<file path="src/uo_pkg.sv">
package uo_pkg;

    localparam int SHORT_WINDOW = 7;
    localparam int MID_WINDOW   = 14;
    localparam int LONG_WINDOW  = 28;
    localparam int PRICE_WIDTH  = 32;

    localparam int MID_LONG   = (LONG_WINDOW > MID_WINDOW) ? LONG_WINDOW : MID_WINDOW;
    localparam int HIST_DEPTH = (MID_LONG > SHORT_WINDOW) ? MID_LONG : SHORT_WINDOW;

    localparam int PTR_WIDTH  = (HIST_DEPTH > 1) ? $clog2(HIST_DEPTH) : 1;
    localparam int FILL_WIDTH = $clog2(HIST_DEPTH + 1);
    localparam int IDX_WIDTH  = $clog2(2 * HIST_DEPTH);
    localparam int SUM_WIDTH  = PRICE_WIDTH + $clog2(HIST_DEPTH + 1);

    localparam int Q_BITS      = 16;
    localparam int AVG_WIDTH   = Q_BITS + 1;
    localparam int CNT_WIDTH   = $clog2(Q_BITS);
    localparam int ACC_WIDTH   = AVG_WIDTH + 2;
    localparam int WEIGHT_SUM  = 4 + 2 + 1;
    localparam int SCALE_SHIFT = ACC_WIDTH + 3;
    localparam int RECIP_WIDTH = SCALE_SHIFT - 2;
    localparam int PROD_WIDTH  = ACC_WIDTH + RECIP_WIDTH;

    localparam logic [AVG_WIDTH-1:0]   ONE_Q16 = AVG_WIDTH'(1 << Q_BITS);
    localparam logic [RECIP_WIDTH-1:0] RECIP7  =
        RECIP_WIDTH'(((1 << SCALE_SHIFT) + WEIGHT_SUM - 1) / WEIGHT_SUM);

    localparam logic [1:0] WIN_SHORT = 2'd0;
    localparam logic [1:0] WIN_MID   = 2'd1;
    localparam logic [1:0] WIN_LONG  = 2'd2;

    typedef struct packed {
        logic                   prime;
        logic [PRICE_WIDTH-1:0] pressure;
        logic [PRICE_WIDTH-1:0] range;
    } work_t;

    function automatic logic [FILL_WIDTH-1:0] window_len(input logic [1:0] win);
        logic [FILL_WIDTH-1:0] len;
        unique case (win)
            WIN_SHORT: len = FILL_WIDTH'(SHORT_WINDOW);
            WIN_MID:   len = FILL_WIDTH'(MID_WINDOW);
            WIN_LONG:  len = FILL_WIDTH'(LONG_WINDOW);
            default:   len = FILL_WIDTH'(LONG_WINDOW);
        endcase
        return len;
    endfunction

    function automatic logic [1:0] weight_shift(input logic [1:0] win);
        logic [1:0] sh;
        unique case (win)
            WIN_SHORT: sh = 2'd2;
            WIN_MID:   sh = 2'd1;
            WIN_LONG:  sh = 2'd0;
            default:   sh = 2'd0;
        endcase
        return sh;
    endfunction

endpackage

</file>
<file path="src/uo_ifs.sv">
interface uo_bar_if;
    logic                           valid;
    logic                           ready;
    logic [uo_pkg::PRICE_WIDTH-1:0] close_price;
    logic [uo_pkg::PRICE_WIDTH-1:0] low_price;
    logic [uo_pkg::PRICE_WIDTH-1:0] high_price;

    modport source (output valid, close_price, low_price, high_price, input ready);
    modport sink   (input valid, close_price, low_price, high_price, output ready);
endinterface

interface uo_result_if;
    logic                         valid;
    logic                         ready;
    logic [uo_pkg::AVG_WIDTH-1:0] oscillator;
    logic                         value_valid;
    logic                         flat_window;

    modport source (output valid, oscillator, value_valid, flat_window, input ready);
    modport sink   (input valid, oscillator, value_valid, flat_window, output ready);
endinterface

interface uo_work_if;
    logic          valid;
    logic          ready;
    uo_pkg::work_t data;

    modport source (output valid, data, input ready);
    modport sink   (input valid, data, output ready);
endinterface

</file>
<file path="src/uo_front.sv">
module uo_front (
    input  logic         clk,
    input  logic         rst_n,
    uo_bar_if.sink       bar,
    uo_work_if.source    work
);

    logic [uo_pkg::PRICE_WIDTH-1:0] prev_close_reg;
    logic                           have_prev_reg;
    logic [uo_pkg::PRICE_WIDTH-1:0] floor_p;
    logic [uo_pkg::PRICE_WIDTH-1:0] ceil_p;
    logic                           accept;

    assign accept  = bar.valid && bar.ready;
    assign floor_p = (bar.low_price < prev_close_reg) ? bar.low_price : prev_close_reg;
    assign ceil_p  = (bar.high_price > prev_close_reg) ? bar.high_price : prev_close_reg;

    assign bar.ready           = work.ready;
    assign work.valid          = bar.valid;
    assign work.data.prime     = !have_prev_reg;
    assign work.data.pressure  = (bar.close_price > floor_p) ? bar.close_price - floor_p : '0;
    assign work.data.range     = ceil_p - floor_p;

    always_ff @(posedge clk or negedge rst_n)
    begin
        if (!rst_n)
        begin
            prev_close_reg <= '0;
            have_prev_reg  <= 1'b0;
        end
        else if (accept)
        begin
            prev_close_reg <= bar.close_price;
            have_prev_reg  <= 1'b1;
        end
    end

endmodule

</file>
<file path="src/uo_queue.sv">
module uo_queue (
    input  logic         clk,
    input  logic         rst_n,
    uo_work_if.sink      wr,
    uo_work_if.source    rd
);

    uo_pkg::work_t entry_reg [2];
    logic          wr_ptr_reg;
    logic          rd_ptr_reg;
    logic [1:0]    count_reg;
    logic          push;
    logic          pop;

    assign wr.ready = (count_reg != 2'd2);
    assign rd.valid = (count_reg != 2'd0);
    assign rd.data  = entry_reg[rd_ptr_reg];
    assign push     = wr.valid && wr.ready;
    assign pop      = rd.valid && rd.ready;

    always_ff @(posedge clk)
    begin
        if (push)
        begin
            entry_reg[wr_ptr_reg] <= wr.data;
        end
    end

    always_ff @(posedge clk or negedge rst_n)
    begin
        if (!rst_n)
        begin
            wr_ptr_reg <= 1'b0;
            rd_ptr_reg <= 1'b0;
            count_reg  <= 2'd0;
        end
        else
        begin
            if (push)
            begin
                wr_ptr_reg <= !wr_ptr_reg;
            end
            if (pop)
            begin
                rd_ptr_reg <= !rd_ptr_reg;
            end
            if (push && !pop)
            begin
                count_reg <= count_reg + 2'd1;
            end
            else if (pop && !push)
            begin
                count_reg <= count_reg - 2'd1;
            end
        end
    end

endmodule

</file>
<file path="src/uo_back.sv">
module uo_back (
    input  logic         clk,
    input  logic         rst_n,
    uo_work_if.sink      work,
    uo_result_if.source  result
);

    typedef enum logic [3:0] {
        S_IDLE,
        S_READ,
        S_UPD,
        S_WRITE,
        S_DIV_START,
        S_DIV,
        S_ACC,
        S_SCALE,
        S_DONE
    } state_t;

    // pressure / range history
    logic [uo_pkg::PRICE_WIDTH-1:0] hist_p [uo_pkg::HIST_DEPTH];
    logic [uo_pkg::PRICE_WIDTH-1:0] hist_r [uo_pkg::HIST_DEPTH];
    logic [uo_pkg::PRICE_WIDTH-1:0] rd_p_reg;
    logic [uo_pkg::PRICE_WIDTH-1:0] rd_r_reg;

    state_t                         state_reg;
    logic [1:0]                     win_reg;
    logic [uo_pkg::PRICE_WIDTH-1:0] bp_reg;
    logic [uo_pkg::PRICE_WIDTH-1:0] tr_reg;
    logic [uo_pkg::SUM_WIDTH-1:0]   psum_reg [3];
    logic [uo_pkg::SUM_WIDTH-1:0]   rsum_reg [3];
    logic [uo_pkg::FILL_WIDTH-1:0]  fill_reg;
    logic [uo_pkg::PTR_WIDTH-1:0]   ptr_reg;
    logic [uo_pkg::SUM_WIDTH-1:0]   rem_reg;
    logic [uo_pkg::SUM_WIDTH-1:0]   den_reg;
    logic [uo_pkg::Q_BITS-1:0]      quo_reg;
    logic [uo_pkg::CNT_WIDTH-1:0]   cnt_reg;
    logic [uo_pkg::ACC_WIDTH-1:0]   acc_reg;
    logic                           flat_reg;
    logic                           full_reg;
    logic [uo_pkg::PROD_WIDTH-1:0]  prod_reg;
    logic                           out_valid_reg;
    logic [uo_pkg::AVG_WIDTH-1:0]   out_osc_reg;
    logic                           out_vv_reg;
    logic                           out_flat_reg;

    logic [uo_pkg::FILL_WIDTH-1:0]  len_w;
    logic                           drop_w;
    logic [uo_pkg::IDX_WIDTH-1:0]   idx_sum;
    logic [uo_pkg::PTR_WIDTH-1:0]   rd_addr;
    logic [uo_pkg::FILL_WIDTH-1:0]  fill_inc;
    logic [uo_pkg::SUM_WIDTH:0]     div_shift;
    logic                           div_ge;
    logic [uo_pkg::AVG_WIDTH-1:0]   avg_sel;
    logic [uo_pkg::ACC_WIDTH-1:0]   acc_add;
    logic                           out_free;
    logic                           last_win;

    assign len_w    = uo_pkg::window_len(win_reg);
    assign drop_w   = (fill_reg >= len_w);
    assign idx_sum  = uo_pkg::IDX_WIDTH'(ptr_reg) + uo_pkg::IDX_WIDTH'(uo_pkg::HIST_DEPTH)
                      - uo_pkg::IDX_WIDTH'(len_w);
    assign rd_addr  = (idx_sum >= uo_pkg::IDX_WIDTH'(uo_pkg::HIST_DEPTH))
                      ? uo_pkg::PTR_WIDTH'(idx_sum - uo_pkg::IDX_WIDTH'(uo_pkg::HIST_DEPTH))
                      : uo_pkg::PTR_WIDTH'(idx_sum);
    assign fill_inc = (fill_reg < uo_pkg::FILL_WIDTH'(uo_pkg::HIST_DEPTH))
                      ? fill_reg + 1'b1 : fill_reg;
    assign div_shift = {rem_reg, 1'b0};
    assign div_ge    = (div_shift >= {1'b0, den_reg});
    assign avg_sel   = (state_reg == S_ACC) ? {1'b0, quo_reg} : uo_pkg::ONE_Q16;
    assign acc_add   = acc_reg
                       + (uo_pkg::ACC_WIDTH'(avg_sel) << uo_pkg::weight_shift(win_reg));
    assign out_free  = !out_valid_reg || result.ready;
    assign last_win  = (win_reg == uo_pkg::WIN_LONG);

    assign work.ready         = (state_reg == S_IDLE);
    assign result.valid       = out_valid_reg;
    assign result.oscillator  = out_osc_reg;
    assign result.value_valid = out_vv_reg;
    assign result.flat_window = out_flat_reg;

    always_ff @(posedge clk)
    begin
        if (state_reg == S_WRITE)
        begin
            hist_p[ptr_reg] <= bp_reg;
            hist_r[ptr_reg] <= tr_reg;
        end
        rd_p_reg <= hist_p[rd_addr];
        rd_r_reg <= hist_r[rd_addr];
    end

    always_ff @(posedge clk or negedge rst_n)
    begin
        if (!rst_n)
        begin
            state_reg     <= S_IDLE;
            win_reg       <= uo_pkg::WIN_SHORT;
            bp_reg        <= '0;
            tr_reg        <= '0;
            for (int i = 0; i < 3; i++)
            begin
                psum_reg[i] <= '0;
                rsum_reg[i] <= '0;
            end
            fill_reg      <= '0;
            ptr_reg       <= '0;
            rem_reg       <= '0;
            den_reg       <= '0;
            quo_reg       <= '0;
            cnt_reg       <= '0;
            acc_reg       <= '0;
            flat_reg      <= 1'b0;
            full_reg      <= 1'b0;
            prod_reg      <= '0;
            out_valid_reg <= 1'b0;
            out_osc_reg   <= '0;
            out_vv_reg    <= 1'b0;
            out_flat_reg  <= 1'b0;
        end
        else
        begin
            if (state_reg == S_DONE && out_free)
            begin
                out_valid_reg <= 1'b1;
            end
            else if (result.ready)
            begin
                out_valid_reg <= 1'b0;
            end

            unique case (state_reg)
                S_IDLE:
                begin
                    if (work.valid)
                    begin
                        bp_reg   <= work.data.pressure;
                        tr_reg   <= work.data.range;
                        win_reg  <= uo_pkg::WIN_SHORT;
                        full_reg <= 1'b0;
                        state_reg <= work.data.prime ? S_DONE : S_READ;
                    end
                end
                S_READ:
                begin
                    state_reg <= S_UPD;
                end
                S_UPD:
                begin
                    psum_reg[win_reg] <= psum_reg[win_reg] + uo_pkg::SUM_WIDTH'(bp_reg)
                                         - (drop_w ? uo_pkg::SUM_WIDTH'(rd_p_reg) : '0);
                    rsum_reg[win_reg] <= rsum_reg[win_reg] + uo_pkg::SUM_WIDTH'(tr_reg)
                                         - (drop_w ? uo_pkg::SUM_WIDTH'(rd_r_reg) : '0);
                    if (last_win)
                    begin
                        state_reg <= S_WRITE;
                    end
                    else
                    begin
                        win_reg   <= win_reg + 2'd1;
                        state_reg <= S_READ;
                    end
                end
                S_WRITE:
                begin
                    ptr_reg  <= (ptr_reg == uo_pkg::PTR_WIDTH'(uo_pkg::HIST_DEPTH - 1))
                                ? '0 : ptr_reg + 1'b1;
                    fill_reg <= fill_inc;
                    win_reg  <= uo_pkg::WIN_SHORT;
                    acc_reg  <= '0;
                    flat_reg <= 1'b0;
                    if (fill_inc >= uo_pkg::FILL_WIDTH'(uo_pkg::HIST_DEPTH))
                    begin
                        full_reg  <= 1'b1;
                        state_reg <= S_DIV_START;
                    end
                    else
                    begin
                        state_reg <= S_DONE;
                    end
                end
                S_DIV_START:
                begin
                    priority if (rsum_reg[win_reg] == '0)
                    begin
                        flat_reg  <= 1'b1;
                        win_reg   <= win_reg + 2'd1;
                        state_reg <= last_win ? S_SCALE : S_DIV_START;
                    end
                    else if (psum_reg[win_reg] >= rsum_reg[win_reg])
                    begin
                        acc_reg   <= acc_add;
                        win_reg   <= win_reg + 2'd1;
                        state_reg <= last_win ? S_SCALE : S_DIV_START;
                    end
                    else
                    begin
                        rem_reg   <= psum_reg[win_reg];
                        den_reg   <= rsum_reg[win_reg];
                        quo_reg   <= '0;
                        cnt_reg   <= '0;
                        state_reg <= S_DIV;
                    end
                end
                S_DIV:
                begin
                    rem_reg <= div_ge ? uo_pkg::SUM_WIDTH'(div_shift - {1'b0, den_reg})
                                      : uo_pkg::SUM_WIDTH'(div_shift);
                    quo_reg <= {quo_reg[uo_pkg::Q_BITS-2:0], div_ge};
                    cnt_reg <= cnt_reg + 1'b1;
                    if (cnt_reg == uo_pkg::CNT_WIDTH'(uo_pkg::Q_BITS - 1))
                    begin
                        state_reg <= S_ACC;
                    end
                end
                S_ACC:
                begin
                    acc_reg   <= acc_add;
                    win_reg   <= win_reg + 2'd1;
                    state_reg <= last_win ? S_SCALE : S_DIV_START;
                end
                S_SCALE:
                begin
                    prod_reg  <= uo_pkg::PROD_WIDTH'(acc_reg)
                                 * uo_pkg::PROD_WIDTH'(uo_pkg::RECIP7);
                    state_reg <= S_DONE;
                end
                S_DONE:
                begin
                    if (out_free)
                    begin
                        out_osc_reg   <= full_reg
                                         ? prod_reg[uo_pkg::SCALE_SHIFT +: uo_pkg::AVG_WIDTH]
                                         : '0;
                        out_vv_reg    <= full_reg;
                        out_flat_reg  <= full_reg && flat_reg;
                        state_reg     <= S_IDLE;
                    end
                end
                default:
                begin
                    state_reg <= S_IDLE;
                end
            endcase
        end
    end

`ifndef NO_ASSERTIONS
    a_fill_bound: assert property (@(posedge clk) disable iff (!rst_n)
        fill_reg <= uo_pkg::FILL_WIDTH'(uo_pkg::HIST_DEPTH))
        else $error("fill count beyond history depth");

    a_ptr_bound: assert property (@(posedge clk) disable iff (!rst_n)
        ptr_reg < uo_pkg::PTR_WIDTH'(uo_pkg::HIST_DEPTH))
        else $error("history pointer out of range");

    a_div_rem: assert property (@(posedge clk) disable iff (!rst_n)
        (state_reg == S_DIV) |-> (rem_reg < den_reg))
        else $error("divider remainder not below divisor");

    a_not_full_zero: assert property (@(posedge clk) disable iff (!rst_n)
        (out_valid_reg && !out_vv_reg) |-> (out_osc_reg == '0 && !out_flat_reg))
        else $error("result before full windows carries data");

    a_osc_bound: assert property (@(posedge clk) disable iff (!rst_n)
        out_valid_reg |-> (out_osc_reg <= uo_pkg::ONE_Q16))
        else $error("oscillator above 1.0");
`endif

endmodule

</file>
<file path="src/ultimate_oscillator_unit.sv">
// Ultimate oscillator (7/14/28 bars). One item per price bar (close, low, high); every
// bar gives one result. The first bar after reset only primes the previous close and
// returns zeros, as do bars before the long window holds 28 ranges. The result is
// (4*A7 + 2*A14 + A28)/7 in unsigned Q.16 (65536 = 1.0); a window with zero range sum
// averages to 0 and sets flat_window. Once the windows are full, the three averages
// share one restoring divider of 16 steps, one bit per cycle. A 2-item queue between
// the input stage and the back end, and the output register, let input and output
// stall independently.
module ultimate_oscillator_unit (
    input  logic         clk,
    input  logic         rst_n,
    uo_bar_if.sink       bar,
    uo_result_if.source  result
);

    uo_work_if front_work ();
    uo_work_if back_work ();

    uo_front u_front (
        .clk   (clk),
        .rst_n (rst_n),
        .bar   (bar),
        .work  (front_work)
    );

    uo_queue u_queue (
        .clk   (clk),
        .rst_n (rst_n),
        .wr    (front_work),
        .rd    (back_work)
    );

    uo_back u_back (
        .clk    (clk),
        .rst_n  (rst_n),
        .work   (back_work),
        .result (result)
    );

endmodule

</file>
<file path="src/flat_wrapper.sv">
// flat-port wrapper written by rule: the top's interface ports become plain ports
module ultimate_oscillator_unit_flat 
  (clk, rst_n, bar_valid, bar_close_price, bar_low_price, bar_high_price, bar_ready, result_valid, result_oscillator, result_value_valid, result_flat_window, result_ready);
  uo_bar_if bar_i ();
  uo_result_if result_i ();
  input  logic clk;
  input  logic rst_n;
  input wire logic [$bits(bar_i.valid)-1:0] bar_valid;
  input wire logic [$bits(bar_i.close_price)-1:0] bar_close_price;
  input wire logic [$bits(bar_i.low_price)-1:0] bar_low_price;
  input wire logic [$bits(bar_i.high_price)-1:0] bar_high_price;
  output wire logic [$bits(bar_i.ready)-1:0] bar_ready;
  output wire logic [$bits(result_i.valid)-1:0] result_valid;
  output wire logic [$bits(result_i.oscillator)-1:0] result_oscillator;
  output wire logic [$bits(result_i.value_valid)-1:0] result_value_valid;
  output wire logic [$bits(result_i.flat_window)-1:0] result_flat_window;
  input wire logic [$bits(result_i.ready)-1:0] result_ready;
  assign bar_i.valid = bar_valid;
  assign bar_i.close_price = bar_close_price;
  assign bar_i.low_price = bar_low_price;
  assign bar_i.high_price = bar_high_price;
  assign bar_ready = bar_i.ready;
  assign result_valid = result_i.valid;
  assign result_oscillator = result_i.oscillator;
  assign result_value_valid = result_i.value_valid;
  assign result_flat_window = result_i.flat_window;
  assign result_i.ready = result_ready;
  ultimate_oscillator_unit u_core (.clk(clk), .rst_n(rst_n), .bar(bar_i), .result(result_i));
endmodule
</file>
<file path="config.mk">
export PLATFORM = sky130hd
export DESIGN_NAME = ultimate_oscillator_unit_flat
export DESIGN_NICKNAME = d
export VERILOG_FILES = /design/src/uo_pkg.sv /design/src/uo_ifs.sv /design/src/uo_front.sv /design/src/uo_queue.sv /design/src/uo_back.sv /design/src/ultimate_oscillator_unit.sv /design/src/flat_wrapper.sv
export SDC_FILE = /design/constraint.sdc
export NUM_CORES = 2
export LEC_CHECK = 0
export BUFFER_PORTS_ARGS = -buffer_cell sky130_fd_sc_hd__buf_2
export CORE_ASPECT_RATIO = 0.5
export CORE_UTILIZATION = 50
export CTS_CLUSTER_DIAMETER = 200
export DETAILED_ROUTE_END_ITERATION = 12
export PLACE_DENSITY = 0.75
export SETUP_SLACK_MARGIN = 0.3
export SLEW_MARGIN = 20
export SYNTH_ARGS = -nofsm -noshare
export SYNTH_HDL_FRONTEND = slang
export SYNTH_SLANG_ARGS = --single-unit
</file>
<file path="constraint.sdc">
create_clock -name clk -period 7.96 [get_ports clk]
set_clock_uncertainty 0.15 [all_clocks]
set_input_delay 1.592 -clock clk [delete_from_list [all_inputs] [get_ports clk]]
set_output_delay 1.592 -clock clk [all_outputs]
set_load 0.005 [all_outputs]
</file>
* After elaboration in Yosys (flattened, before gate mapping)
Memories as Yosys holds them, arrays and structs flattened. A register that Yosys moved wholly into a read port is not among the register bits.
Index checks and enable logic that the tools add are counted.
** Storage, ports and cells
- Register bits :: 513
- Bits in writable memories :: 1922
- Input port bits :: 100
- Output and inout bits :: 21
- Logic and storage cells :: 185
- Memories kept :: 3
** Memory list
- u_core.u_back.hist_p :: words 28, width 32, rd ports 1, clocked after memory_dff 1, wr ports 1, RTL line uo_back.sv:21 : logic [uo_pkg::PRICE_WIDTH-1:0] hist_p [uo_pkg::HIST_DEPTH];
- u_core.u_back.hist_r :: words 28, width 32, rd ports 1, clocked after memory_dff 1, wr ports 1, RTL line uo_back.sv:22 : logic [uo_pkg::PRICE_WIDTH-1:0] hist_r [uo_pkg::HIST_DEPTH];
- u_core.u_queue.entry_reg :: words 2, width 65, rd ports 1, clocked after memory_dff 0, wr ports 1, RTL line uo_queue.sv:8 : uo_pkg::work_t entry_reg [2];
** Operators by class
- Add/sub/neg operators :: 17
- Multiply operators :: 1
- $lt $le $gt $ge :: 11
- Equal/unequal tests :: 23
- Shift-type cells :: 1
- Muxes and demuxes :: 63
- Bitwise logic cells :: 3
- Reductions and logical operators :: 34
** Operators with widths (number)
- 2-to-1 mux 37 bit :: 8
- bitwise mux 111 bit :: 2
- 2-to-1 mux 32 bit :: 5
- binary-select mux 37 bit (select 2 bit) :: 2
- adder 37 x 32 -> 37 bit :: 2
- demux 37 bit (select 2 bit) :: 1
- one-hot mux 37 bit (2 select lines) :: 1
- subtractor 37 x 32 -> 37 bit :: 2
- greater-than comparator 32 bit :: 2
- subtractor 32 bit :: 2
- one-hot mux 19 bit (3 select lines) :: 1
- multiplier 19 x 20 -> 39 bit, second input constant :: 1
- greater-or-equal comparator 38 x 37 -> 1 bit :: 1
- 2-to-1 mux 19 bit :: 2
- greater-or-equal comparator 37 bit :: 1
- logical NOT 37 bit :: 1
- subtractor 37 bit :: 1
- one-hot mux 4 bit (9 select lines) :: 1
- 2-to-1 mux 17 bit :: 2
- < comparator 32 bit :: 1
- 2-to-1 mux 16 bit :: 2
- one-hot mux 16 bit (2 select lines) :: 1
- 2-to-1 mux 4 bit :: 7
- 2-to-1 mux 2 bit :: 10
- 45 further kinds :: 94

* Depth between registers and ports, before layout
- Word-level depth :: 8
- Depth in mapped cells :: 32
- Depth with buffers taken out :: 23

* By module
A second synthesis with hierarchy kept.
** Second synthesis, totals
- Cells, all modules :: 7948
- Area, all modules :: 116430.4 um^2
** By module, submodules not included
- uo_back :: times used 1, cells each 6676, area an instance 103446.7 um^2, seq. area each 66453.7 um^2
- uo_front :: times used 1, cells each 1052, area an instance 7937.6 um^2, seq. area each 825.8 um^2
- uo_queue :: times used 1, cells each 220, area an instance 5046.1 um^2, seq. area each 4003.8 um^2

* Least setup slack after synthesis
OpenSTA, ideal clock, no wires.
- Path type :: reg2reg
- Start :: register u_core.u_back.win_reg[1]
- End :: register u_core.u_back.rsum_reg[35] in the netlist's numbering
- Setup time :: 125 ps
- Data arrival time :: 7192 ps
- Data required time :: 7685 ps
- Setup slack :: 494 ps
- Cell stages (with the launch flop) :: 31
- Path buffers :: 9
- Clock period less this slack :: 7466 ps
- Cell sequence :: dfrtp_1 buf_6 buf_6 buf_6 buf_1 clkbuf_1 inv_1 ha_1 clkbuf_1 clkbuf_1 clkbuf_1 nor2_1 ha_1 a21oi_1 o21bai_1 a21oi_1 clkbuf_1 nor2b_1 fa_1 inv_1 ha_1 a211oi_1 o211ai_1 a41oi_2 o21ai_1 a311oi_2 o211ai_1 a31o_2 a21oi_1 xnor2_1 mux2_2
** Between the ends
- Longest elaborated chain between the ends :: 7
- Elaborated cells between the ends (all ways) :: 17
- Those cells by class :: add/sub (2); order compare (3); eq/ne (1); mux (8); bitwise (1); reduce/logical (2)
** RTL lines
- from (decl) :: RTL line uo_back.sv:27 : logic [1:0] win_reg;
- from (signal assigned) :: RTL line uo_back.sv:98 : win_reg <= uo_pkg::WIN_SHORT;
- from (signal assigned) :: RTL line uo_back.sv:139 : win_reg <= uo_pkg::WIN_SHORT;
- from (signal assigned) :: RTL line uo_back.sv:160 : win_reg <= win_reg + 2'd1;
- inverter 2 -> 3 bit :: RTL line uo_back.sv:152, uo_back.sv:153
- binary-select mux 37 bit (select 2 bit) :: RTL line uo_back.sv:152 : rsum_reg[win_reg] <= rsum_reg[win_reg] + uo_pkg::SUM_WIDTH'(tr_reg)
- 2-to-1 mux 37 bit (not written as such) (2 in series) :: RTL line uo_back.sv:152
- adder 37 x 32 -> 37 bit :: RTL line uo_back.sv:152
- subtractor 37 x 32 -> 37 bit :: RTL line uo_back.sv:153 : - (drop_w ? uo_pkg::SUM_WIDTH'(rd_r_reg) : '0);
- bitwise mux 111 bit * :: RTL line uo_back.sv:152
- to (signal, indexed assignment) :: RTL line uo_back.sv:152
- to (decl) :: RTL line uo_back.sv:31 : logic [uo_pkg::SUM_WIDTH-1:0] rsum_reg [3];
Mark *: on every way between the ends. The rest lies on a longest branch, timed or not. The select of a mux whose other input is x is not followed.
A chain may end at the register's enable or synchronous reset.

* Worst setup path in the final report
- Start :: register u_core.u_back.win_reg[0]
- End :: register u_core.u_back.rsum_reg[36] in the netlist's numbering
The elaborated chain is that of the path after synthesis.

==> impl_summary.md <==
Outcome
The flow ran to the end, and the final reports show no timing, DRC or antenna violations.

Worst setup path
The class of the most critical setup path is register to register. The required time of the critical path is between 8 and 9 ns. The source of the critical timing path is u_core.u_back.win_reg[0]. The largest driver fanout on the critical path is 25.

The worst setup path is captured at a register. The startpoint of the worst-slack reg-to-reg timing path is u_core.u_back.win_reg[0]. The kind of start point of the critical path is a register. The arrival time of data at the critical path endpoint is about 7.3 ns.

CTS
The later pin in the worst-skew pair is clocked with a latency of between 0.8 and 0.9 ns. Buffers inserted to repair hold after CTS numbered 0. Buffers added to address setup during post-CTS repair amount to 0. The CTS tree is built. The post-cts gate resize count is 0. The number of H-tree branching levels is 4. The TritonCTS sink count is between 2000 and 2500. The clock root buffer is sky130_fd_sc_hd__clkbuf_16. The clock transition at the registers of the reported paths is 0.06 ns. The TritonCTS buffer count is ~220. The maximum count of clock buffers along a single path is 4.

Worst hold path
The class of the worst hold path is register to register. The startpoint of the lowest-slack hold path is u_core.u_front.have_prev_reg.

Route
Detailed routing inserted a total of between 60000 and 70000 vias. The first detailed-routing pass ran for 6 iterations. The remaining antenna violation count after routing is 0. The final layout contains routed wiring with a total length of approximately 310000 um. After detailed routing, the number of remaining DRC violations is 0. The first routing iteration left 9141 violations. After detailed routing, the average wire length per cell comes to roughly 28 um. The via-per-instance ratio is roughly 6.2.

STA
The slew at the pin with the worst max-slew slack is 1.17 ns. Setup repair after global routing left no endpoint under its margin. Static timing analysis puts the maximum clock frequency at 146 MHz. The max-slew violation total from the final report is 0. The minimum clock period after layout is 6.86 ns.

The portion of the clock cycle consumed by the worst path in the final layout is a little under nine tenths. The number of failing setup endpoints in the final timing report is 0. The number of hold-slack violations in the final timing report is 0. The worst slew margin relative to its limit is 21.8%.

The setup TNS after final layout is 0 ns.

Synthesis
In this run, distinct cell masters in the synthesized netlist total 91. Yosys printed 0 warnings. The mean post-synth cell area is 14.6 um2. By area the synthesized netlist is led by sky130_fd_sc_hd__edfxtp_1 51%, sky130_fd_sc_hd__dfrtp_1 11%, sky130_fd_sc_hd__mux4_2 10%.

In this run the biggest area consumer among cell types represents 50.5% of the synthesized area. The number of nets in the synthesized netlist is roughly 8500. Of all cell types, the one taking the most synthesized area is sky130_fd_sc_hd__edfxtp_1.

The gate count of the mapped netlist is between 7000 and 8000. The post-synthesis cell area is 0.114 mm2. In the synthesized netlist the dominant register cell turns out to be sky130_fd_sc_hd__edfxtp_1.

After synthesis the netlist holds a flip-flop and latch count of approximately 2500. For this run, the register share of the synthesized area comes to roughly 62%. The post-synthesis async set-or-reset flop share is around a fifth. The count of flip-flops with a built-in enable after synthesis is 1922.

Floorplanning
The floorplan step set the die height to ~340 um. Row generation in the floorplan step produced 123 rows. The placeable core region is ~0.23 mm2. From left edge to right edge, the die measures 678 um. The die area is ~0.23 mm2.

approximately 120 I/O pins were placed. The effective utilization at floorplan is roughly half.

Power
The total power per unit cell area is ~450 mW/mm2. The combinational share of power is about half. The peak supply drop is 465 uV. Per report_power, the clock group accounts for approximately a fifth of the total. The leakage power of the design is 0.0472 uW. Sequential cells burn between 30% and 40% of the power. The total power is between 50000 and 60000 uW. For this design the total switching power over the nets is ~23000 uW. Net switching is 40.5% of the power.

The internal power of the cells totals around 33000 uW.

Global routing
The initial antenna violation count came to 25. Global routing used 26.5% of the available tracks. Global routing finished with a remaining overflow of 0.

The wire length of the first global-routing pass is about 450000 um. The maximum number of pins on one net before global-route repair is around 130. The number of global-route vias before repair is 68100.

Placed design
Port buffering added 120 buffers. The last weighted congestion value of the routability-driven placer is approximately 0.9. Summed over all nets, the half-perimeter wirelength after detailed placement is 191000 um.

Layout
The number of fill cells in the layout is roughly 17000. The post-layout utilization of the core is between 50% and 60%. The share of layout cells above drive strength 1 is between 10% and 20%. The area growth from synthesis to final layout is 10.4%. The net count reported at finish is 8717.

Job
Across the run, the number of max-cap violations was 0.
## path summary, 6_finish.rpt
kind,end,slack [ns],cells past startpoint
worst max-delay path,u_core.u_back.rsum_reg[36],1.10,24
worst min-delay path,u_core.u_front.have_prev_reg,0.31,2
worst max register to register,u_core.u_back.rsum_reg[36],1.10,24
worst min register to register,u_core.u_front.have_prev_reg,0.31,2
max in group asynchronous,u_core.u_back.rsum_reg[106],5.48,2
min in group asynchronous,u_core.u_back.bp_reg[5],0.56,1
## power groups by stage
stage,clock network (uW),registers (uW),logic (uW)
3_5_place_dp,0,18300,26700
5_1_grt,11100,18200,29500
6_report,10600,18100,27500
3_3_place_gp,0,18200,26400
2_1_floorplan,0,18200,18400
4_1_cts,10600,18000,27200
## per-layer routing
layer / GRT usage (%) / part of all wire [%] / wire length (um) / vias up
li1: - / - / - / 29600
met1: 37.2 / 39 / 121000 / 34900
met2: 41.3 / 46 / 141000 / 4238
met3: 7.08 / 13 / 38800 / 613
met4: 7.38 / 3.0 / 9280 / 32
met5: 0 / 0.087 / 270 / -
## kinds of logic (layout without fill, tap and decap cells)
logic type               count (synthesis)  count (layout)  share of synthesized area (%)
AO/OA/AOI/OAI                         1270            1270                           6.79
XOR/XNOR                               188             188                           1.44
adder cells (fa/ha/maj)                593             593                           7.40
buffers and inverters                  871            1227                           2.96
flip-flops                            2477            2477                           62.4
multiplexers                           813             813                           12.8
other                                    0               8                              0
AND/OR/NAND/NOR                       1634            1634                           6.19
## area by class of cell
cell class	instances	area [um2]	area share, %
Sequential cell	2477	71300	56.5
Clock buffer	283	5800	4.60
Timing Repair Buffer	297	2230	1.76
Clock inverter	114	1150	0.914
Multi-Input combinational cell	4498	39900	31.7
Tap cell	3000	3750	2.97
Antenna cell	8	20.0	0.0159
Inverter	533	2000	1.59
## cells in the mapped netlist, types with 56 or more instances
master and instances:
sky130_fd_sc_hd__nor2b_1 94, sky130_fd_sc_hd__ha_1 455, sky130_fd_sc_hd__inv_1 531, sky130_fd_sc_hd__mux2i_1 242, sky130_fd_sc_hd__o21ai_0 444, sky130_fd_sc_hd__nor2_1 306, sky130_fd_sc_hd__xnor2_1 128, sky130_fd_sc_hd__mux4_2 517
sky130_fd_sc_hd__a21o_1 137, sky130_fd_sc_hd__nand2_1 934, sky130_fd_sc_hd__dfrtp_1 491, sky130_fd_sc_hd__nand3_1 56, sky130_fd_sc_hd__edfxtp_1 1922, sky130_fd_sc_hd__clkbuf_1 258, sky130_fd_sc_hd__dfxtp_1 64, sky130_fd_sc_hd__a21oi_1 327
sky130_fd_sc_hd__xor2_1 60, sky130_fd_sc_hd__fa_1 138
## per-stage QoR
step / instance area (um2) / setup slack [ns] / std cells / hold WS (ns)
floorplan: 114000 / 0.494 / 7846 / 0.271
detailed placement: 119000 / 0.960 / 10800 / 0.295
global placement: 119000 / 0.999 / 10800 / 0.281
finish: 126000 / 1.10 / 11200 / 0.311
CTS: 126000 / 1.24 / 11200 / 0.311
global route: 126000 / 0.831 / 11200 / 0.339
## cells in the final DEF (no fill, tap or decap), drive strengths merged, types with 20 or more instances in the layout
master and n:
edfxtp 1922, nand2 934, inv 539, mux4 517, dfrtp 491, o21ai 482, ha 455, a21oi 328
nor2 307, buf 297, clkbuf 283, mux2i 242, fa 138, a21o 137, xnor2 128, nor2b 94
clkinv 79, dfxtp 64, xor2 60, nand3 56, mux2 54, nor3 54, nand4 52, a211oi 42
o21a 34, a22oi 32, nand2b 28, o2bb2ai 28, a31oi 24, and3 21, bufinv 20, o211ai 20
## critical path, cell delays in order, from the launching register on
cell and delay (ns):
sky130_fd_sc_hd__dfrtp_2 0.41, sky130_fd_sc_hd__buf_4 0.24, sky130_fd_sc_hd__ha_1 0.26, sky130_fd_sc_hd__nor2_1 0.36, sky130_fd_sc_hd__ha_1 0.32, sky130_fd_sc_hd__a21oi_1 0.12
sky130_fd_sc_hd__o21bai_1 0.11, sky130_fd_sc_hd__a21oi_4 0.66, sky130_fd_sc_hd__buf_4 0.29, sky130_fd_sc_hd__nor2b_1 0.07, sky130_fd_sc_hd__ha_1 0.26, sky130_fd_sc_hd__inv_1 0.06
sky130_fd_sc_hd__ha_1 0.17, sky130_fd_sc_hd__inv_1 0.07, sky130_fd_sc_hd__fa_1 0.46, sky130_fd_sc_hd__nor2b_1 0.18, sky130_fd_sc_hd__o31a_1 0.16, sky130_fd_sc_hd__o21ai_0 0.16
sky130_fd_sc_hd__a211oi_1 0.69, sky130_fd_sc_hd__o211ai_1 0.30, sky130_fd_sc_hd__a21oi_1 0.28, sky130_fd_sc_hd__o221ai_1 0.25, sky130_fd_sc_hd__o21a_1 0.28, sky130_fd_sc_hd__mux2i_1 0.24
sky130_fd_sc_hd__o21ai_0 0.10
No activity file was read; power rests on OpenSTA's default activity.
